### src/hdl/svp_pkg.sv
// ----------------------------------------------------------------------------
// svp_pkg - sphere vertex position shared definitions
// Constants, polynomial coefficients and control types for the vertex pipe.
// ----------------------------------------------------------------------------
package svp_pkg;

	localparam int INDEX_BITS_DEF = 10;
	localparam int ANGLE_BITS_DEF = 16;
	localparam int COORD_BITS_DEF = 16;

	localparam int SEG_W   = 11;
	localparam int RAD_W   = 15;
	localparam int OFS_W   = 16;
	localparam int FIELD_W = 10;
	localparam int TRIG_W  = 17;   // Q1.15 with room for +1.0
	localparam int POLY_W  = 31;   // Q1.30 magnitudes
	localparam int CIDX_W  = 8;

	localparam logic [CIDX_W-1:0] REG_LON_SEG = 8'd0;
	localparam logic [CIDX_W-1:0] REG_LAT_SEG = 8'd1;
	localparam logic [CIDX_W-1:0] REG_RADIUS  = 8'd2;
	localparam logic [CIDX_W-1:0] REG_OFFSET  = 8'd3;

	// Taylor terms of sin(pi/2*t), Q1.30
	localparam logic [POLY_W-1:0] K1 = 31'd1686629713;
	localparam logic [POLY_W-1:0] K3 = 31'd693598668;
	localparam logic [POLY_W-1:0] K5 = 31'd85569306;
	localparam logic [POLY_W-1:0] K7 = 31'd5026995;
	localparam logic [POLY_W-1:0] K9 = 31'd172272;

	typedef struct packed {
		logic valid;
		logic flag;
	} svp_ctrl_t;

endpackage

### src/hdl/svp_angle.sv
// ----------------------------------------------------------------------------
// svp_angle - grid index to turn-fraction angles
// Two restoring dividers, one quotient bit per pipeline stage.
// ----------------------------------------------------------------------------
module svp_angle import svp_pkg::*; #(
	parameter int INDEX_BITS = INDEX_BITS_DEF,
	parameter int ANGLE_BITS = ANGLE_BITS_DEF
) (
	input  logic                  clk,
	input  logic                  arst_n,
	input  logic                  en,
	input  svp_ctrl_t             ctrl_in,
	input  logic [INDEX_BITS-1:0] lon_idx,
	input  logic [INDEX_BITS-1:0] lat_idx,
	input  logic [SEG_W-1:0]      lon_div,
	input  logic [SEG_W-1:0]      lat_div,
	output svp_ctrl_t             ctrl_out,
	output logic [ANGLE_BITS-1:0] lon_angle,
	output logic [ANGLE_BITS-1:0] lat_angle
);

	localparam int DW = INDEX_BITS + ANGLE_BITS;

	svp_ctrl_t             ctrl_s [DW];
	logic [DW-1:0]         dvd_lon_s [DW];
	logic [DW-1:0]         dvd_lat_s [DW];
	logic [SEG_W-1:0]      rem_lon_s [DW];
	logic [SEG_W-1:0]      rem_lat_s [DW];
	logic [ANGLE_BITS-1:0] q_lon_s [DW];
	logic [ANGLE_BITS-1:0] q_lat_s [DW];

	logic [DW-1:0]         dvd_lon_c [DW];
	logic [DW-1:0]         dvd_lat_c [DW];
	logic [SEG_W-1:0]      rem_lon_c [DW];
	logic [SEG_W-1:0]      rem_lat_c [DW];
	logic [ANGLE_BITS-1:0] q_lon_c [DW];
	logic [ANGLE_BITS-1:0] q_lat_c [DW];

	always_comb begin
		logic [DW-1:0]         dl, dt;
		logic [SEG_W-1:0]      rl, rt;
		logic [ANGLE_BITS-1:0] ql, qt;
		logic [SEG_W:0]        tl, tt;
		for (int k = 0; k < DW; k++) begin
			if (k == 0) begin
				dl = {lon_idx, {ANGLE_BITS{1'b0}}};
				dt = {1'b0, lat_idx, {(ANGLE_BITS-1){1'b0}}};
				rl = '0;
				rt = '0;
				ql = '0;
				qt = '0;
			end else begin
				dl = dvd_lon_s[k-1];
				dt = dvd_lat_s[k-1];
				rl = rem_lon_s[k-1];
				rt = rem_lat_s[k-1];
				ql = q_lon_s[k-1];
				qt = q_lat_s[k-1];
			end
			tl = {rl, dl[DW-1]};
			tt = {rt, dt[DW-1]};
			if (tl >= {1'b0, lon_div}) begin
				rem_lon_c[k] = SEG_W'(tl - {1'b0, lon_div});
				q_lon_c[k]   = {ql[ANGLE_BITS-2:0], 1'b1};
			end else begin
				rem_lon_c[k] = tl[SEG_W-1:0];
				q_lon_c[k]   = {ql[ANGLE_BITS-2:0], 1'b0};
			end
			if (tt >= {1'b0, lat_div}) begin
				rem_lat_c[k] = SEG_W'(tt - {1'b0, lat_div});
				q_lat_c[k]   = {qt[ANGLE_BITS-2:0], 1'b1};
			end else begin
				rem_lat_c[k] = tt[SEG_W-1:0];
				q_lat_c[k]   = {qt[ANGLE_BITS-2:0], 1'b0};
			end
			dvd_lon_c[k] = {dl[DW-2:0], 1'b0};
			dvd_lat_c[k] = {dt[DW-2:0], 1'b0};
		end
	end

	always_ff @(posedge clk or negedge arst_n) begin
		if (!arst_n) begin
			for (int k = 0; k < DW; k++) ctrl_s[k] <= '0;
		end else if (en) begin
			ctrl_s[0] <= ctrl_in;
			for (int k = 1; k < DW; k++) ctrl_s[k] <= ctrl_s[k-1];
		end
	end

	always_ff @(posedge clk) begin
		if (en) begin
			for (int k = 0; k < DW; k++) begin
				dvd_lon_s[k] <= dvd_lon_c[k];
				dvd_lat_s[k] <= dvd_lat_c[k];
				rem_lon_s[k] <= rem_lon_c[k];
				rem_lat_s[k] <= rem_lat_c[k];
				q_lon_s[k]   <= q_lon_c[k];
				q_lat_s[k]   <= q_lat_c[k];
			end
		end
	end

	assign ctrl_out  = ctrl_s[DW-1];
	assign lon_angle = q_lon_s[DW-1];
	assign lat_angle = q_lat_s[DW-1];

endmodule

### config.mk
export PLATFORM = sky130hd
export DESIGN_NAME = svp_angle
export DESIGN_NICKNAME = d
export VERILOG_FILES = /design/src/hdl/svp_pkg.sv /design/src/hdl/svp_angle.sv
export SDC_FILE = /design/constraint.sdc
export NUM_CORES = 2
export LEC_CHECK = 0
export BUFFER_PORTS_ARGS = -buffer_cell sky130_fd_sc_hd__buf_2
export CORE_ASPECT_RATIO = 1.5
export CORE_MARGIN = 5
export CORE_UTILIZATION = 25
export DETAILED_ROUTE_END_ITERATION = 8
export PLACE_DENSITY = 0.38
export SYNTH_ARGS = -nofsm -noshare
export SYNTH_HDL_FRONTEND = slang
export SYNTH_SLANG_ARGS = --single-unit
### constraint.sdc
create_clock -name clk -period 2.9 [get_ports clk]
set_input_delay 0.145 -clock clk [delete_from_list [all_inputs] [get_ports clk]]
set_output_delay 0.145 -clock clk [all_outputs]
set_load 0.005 [all_outputs]
======== Word-level counts from Yosys, hierarchy flattened ========
Memory sizes are Yosys's and may differ from the RTL's.
Cells that the tools add are included.
word-level totals
  memories kept ........................... 6
  flip-flop bits (word level) ............. 52
  output and inout port bits .............. 34
  bits of input ports ..................... 47
  bits in writable memories ............... 2704
operators by class
  muxes and demuxes ....................... 106
  $lt $le $gt $ge ......................... 52
  add/subtract/negate cells ............... 52
memories
  memory     words  width  read ports  clocked after memory_dff  write ports  line             source
  dvd_lat_s  26     25     25          0                         26           svp_angle.sv:26  logic [DW-1:0] dvd_lat_s [DW];
  dvd_lon_s  26     25     25          0                         26           svp_angle.sv:25  logic [DW-1:0] dvd_lon_s [DW];
  q_lat_s    26     16     26          0                         26           svp_angle.sv:30  logic [ANGLE_BITS-1:0] q_lat_s [DW];
  q_lon_s    26     16     26          0                         26           svp_angle.sv:29  logic [ANGLE_BITS-1:0] q_lon_s [DW];
  rem_lat_s  26     11     25          0                         26           svp_angle.sv:28  logic [SEG_W-1:0] rem_lat_s [DW];
  rem_lon_s  26     11     25          0                         26           svp_angle.sv:27  logic [SEG_W-1:0] rem_lon_s [DW];
operators by type and width
  cell                     number
  $ge A12 B11 Y1           50
  $mux W11                 52
  $sub A11 B11 Y11         50
  $mux W1                  54
  $ge A1 B11 Y1            1
  $ge A1 B11 Y1 const A    1
  $sub A1 B11 Y11          1
  $sub A1 B11 Y11 const A  1

======== Longest topological paths before layout ========
An unclocked memory read counts as a cell.
  depth after elaboration ................. 3
  mapped depth ............................ 10

======== Worst setup path before layout ========
Ideal clock, no wire load.
  kind .................................... input to register
  start ................................... input lat_div[0]
  end ..................................... memory rem_lat_s[20][1] (netlist: rem_lat_s[1][45]), data pin
  library setup time ...................... 0.260 ns
  data arrival time ....................... 3.240 ns
  slack ................................... -0.600 ns
  required time ........................... 2.640 ns
  cell stages on the path ................. 8
  cells stage by stage .................... inv_1 clkbuf_1 fa_1 o21ai_0 a211oi_1 o211ai_1 a31oi_2 mux2_2
RTL lines
  element          line             source
  start, declared  svp_angle.sv:16  input logic [SEG_W-1:0] lat_div,
  end, declared    svp_angle.sv:28

==> results.ini <==
[synthesis]
yosysSeqAreaShare = 0.4839
syn_avg_cell_area_um2 = 11.95
synth-seq-cells = 974
synth_edf_count = 922
synth_area_um2 = 59900
syn_nets = 5657
synthMuxAreaShare = 0.09267
yosys.area_share.xor_xnor = 0.04445
synth_cells = 5011
synth-simple-area-share = 0.07808
ys_types = 76
synthAdderAreaFrac = 0.1311
synth_compound_area_frac = 0.1519
synthFlopType = edfxtp_1
synth_top_family_by_area = compound AO/OA/AOI/OAI gates
yosys_warnings = 0
synthArstFlopShare = 0.05339

[critical_path]
r2r_end = rem_lat_s[0][54]$_DFFE_PP_
crit_path_end_kind = flop
cp.arrival_ns = 3.15
rrSetupSlack_ns = 0.16
critPathMaxFanout = 11
startpoint_type = flop
crit_buf_inv = 2
r2r_cells = 10
crit_slowest_cell = edfxtp_1
cp.required_ns = 3.31
cpPeakStageDelay_ns = 0.43
r2r-start = dvd_lat_s[0][99]$_DFFE_PP_
cpMostUsedCell = a21oi_1
worstPathCellList = inv_1 > ha_1 > fa_1 > nand2b_1 > a21oi_1 > a41o_1 > a21oi_1 > o21ai_1 > buf_4 > mux2_2
path_delay_family = adder cells
critical_path_class = reg2reg

[sta]
layout_min_cycle_time_ns = 2.745
slew-limit-headroom = 0.2364
fin_crit_sh = 0.9464
setup_violations = 0
layout_setup_ws_ns = 0.1554
skew_ns = 0.07662
tightest_slew_ns = 1.145
fmax_mhz = 364.4
report.final.slew_viol_count = 0
hold_viol = 0
rsz0062_at_grt = no
finalSetupTns_ns = 0

[global_route]
antenna_found_initial = 2
gr-usage-met2 = 0.2510
grt_usage = 0.1259
busiest_layer = met2
grt_pass1_vias = 43030
grtUsageMet3 = 0.01609
grt_util_met1 = 0.1356
grt_pass1_wl_mm = 248.1
grt-ovfl-total = 0
grt_max_degree = 81

[layout]
nets = 6134
fin_area_um2 = 71110
n_fill_cell = 24460
finish.utilization = 0.2976
area_delta_synth_final_pct = 18.71
drive_gt1_frac = 0.1977
multiInputGateArea_um2 = 29840
seqCellArea_um2 = 28990

[flow_run]
drv_cap = 0

[power_and_ir_drop]
vdd_drop_max_mv = 0.5150
leakagePower_nw = 26.94
p_per_area_nw_per_um2 = 1084

[clock_tree]
clk_latency_ns = 0.74
clk_pin_slew_ns = 0.06
post-cts-setup-buffers = 0
cts.path.max_buffers = 3
cts_buffers = 113
root_buffer = clkbuf_16
cts-htree-levels = 3
clkSinkCount = 974
cts_tree = built

[worst_hold_path]
hp-class = in2reg
min_to = rem_lat_s[0][7]$_SDFFCE_PN0P_
min-delay-start = lat_div[2]
holdPathStages = 4

[routing]
route.detailed.drc = 0
wl_per_cell_um = 18.48
first_pass_iters = 7
vias_per_cell = 4.697
drt-initial-drc-count = 1614
postRouteAntennaNets = 0
wirelength_mm = 160.6
num_vias = 40830

[floorplan]
dieArea_um2 = 249700
core_region_area_um2 = 238900
fp-row-count = 220
io_pins = 81
start_util = 0.2507
die_w_um = 409.7
die-height_um = 609.5

[placement]
placed_area_um2 = 66740
gp_congestion = 0.7945
port_buffers = 80
post-dp-hpwl_mm = 115.2
pre_cts_ws_ns = -0.06465

[run_status]
outcome = finished, final reports clean

-- placed cells by master, fill, tap and decap left out, types with 74 or more instances in the layout --
cell type / count
xnor2_1: 230
a21oi_1: 447
buf_4: 271
xor2_1: 74
nor2_1: 473
edfxtp_1: 922
ha_1: 551
inv_1: 133
buf_2: 79
clkbuf_16: 116
o21ai_0: 229
nand2_1: 196
mux2_2: 444
a21o_1: 96
o21a_1: 159
-- report_power, final --
| part | internal [W] | switching (W) |
|---|---|---|
| combinational | 0.0184 | 0.0185 |
| clock | 0.00899 | 0.00631 |
| sequential | 0.0221 | 0.00280 |
-- state kept, by name, summed over array words and instances, names as in the netlist --
register	flops
rem_lon_s	275
ctrl_s	50
rem_lat_s	275
dvd_lon_s	45
q_lon_s	136
dvd_lat_s	55
q_lat_s	136
ctrl_out	2
-- cell families after synthesis --
logic type	Yosys count
AO/OA/AOI/OAI	1381
XOR/XNOR	304
adder cells (fa/ha/maj)	599
buffers and inverters	238
flip-flops	974
multiplexers	495
AND/OR/NAND/NOR	1020
-- worst max path at each step --
| stage | start | end | depth (start not counted) |
|---|---|---|---|
| floorplan | lon_div[1] | rem_lon_s[0][167]$_DFFE_PP_ | 10 |
| global placement | lon_div[0] | rem_lon_s[0][43]$_DFFE_PP_ | 11 |
| detailed placement | lon_div[1] | rem_lon_s[1][19]$_DFFE_PP_ | 13 |
| CTS | dvd_lat_s[0][24]$_DFFE_PP_ | rem_lat_s[0][18]$_DFFE_PP_ | 10 |
| global route | dvd_lat_s[0][24]$_DFFE_PP_ | rem_lat_s[0][18]$_DFFE_PP_ | 10 |
| finish | dvd_lat_s[0][99]$_DFFE_PP_ | rem_lat_s[0][54]$_DFFE_PP_ | 10 |
-- timing repair --
action                                 4_1_cts  5_1_grt
endpoints found under the hold margin      110        0
resized for setup                            0        1
setup endpoints to repair                    0        3
hold buffers                                44        0
-- per-stage QoR --
stage / total power [W] / std cells / hold WS (ns)
3_5_place_dp: 0.06225 / 8437 / 0.3237
6_report: 0.07709 / 8692 / 0.07582
3_3_place_gp: 0.06214 / 8437 / 0.3226
2_1_floorplan: 0.05148 / 5011 / -0.1506
4_1_cts: 0.07846 / 8691 / 0.007039
5_1_grt: 0.08308 / 8692 / 0.05269
-- tightest hold or removal path, delay by kind of cell --
kind	cells	cell delay, ns
AO/OA/AOI/OAI	1	0.18
AND/OR/NAND/NOR	1	0.05
buffers and inverters	2	0.24
-- layout make-up --
type	count	share of cell area
Sequential cell	974	0.4076
Antenna cell	1	0.00003519
Tap cell	3108	0.05468
Inverter	155	0.008287
Clock buffer	131	0.04209
Clock inverter	79	0.01307
Timing Repair Buffer	445	0.05453
Multi-Input combinational cell	3799	0.4197
-- cell usage after synthesis (all sizes together), types with 30 or more instances --
cell | n | area (µm²)
o21bai | 30 | 225.2
nand2b | 46 | 287.8
nor2b | 65 | 406.6
o21ai | 262 | 1319
inv | 154 | 578.1
nand3 | 72 | 360.4
a21o | 96 | 720.7
nand4 | 43 | 269.0
xnor2 | 230 | 2014
xor2 | 74 | 648.1
o22ai | 34 | 269.0
nor2 | 473 | 1775
a31oi | 45 | 287.8
mux2 | 456 | 5161
a21oi | 452 | 2281
ha | 551 | 6894
a211oi | 78 | 685.7
nand2 | 196 | 735.7
edfxtp | 922 | 27690
buf | 52 | 374.1
dfrtp | 52 | 1301
a2111o | 33 | 371.6
mux2i | 39 | 390.4
o21a | 159 | 1194
clkbuf | 31 | 116.4
o31a | 47 | 411.6
fa | 48 | 960.9
-- metal layers --
layer  vias up  part of all wire
met5         -                 0
met4         0             0.031
met3       239             0.023
met2       442              0.55
met1     19890              0.39
li1      20250                 -
Power figures use the tool's default switching activity.
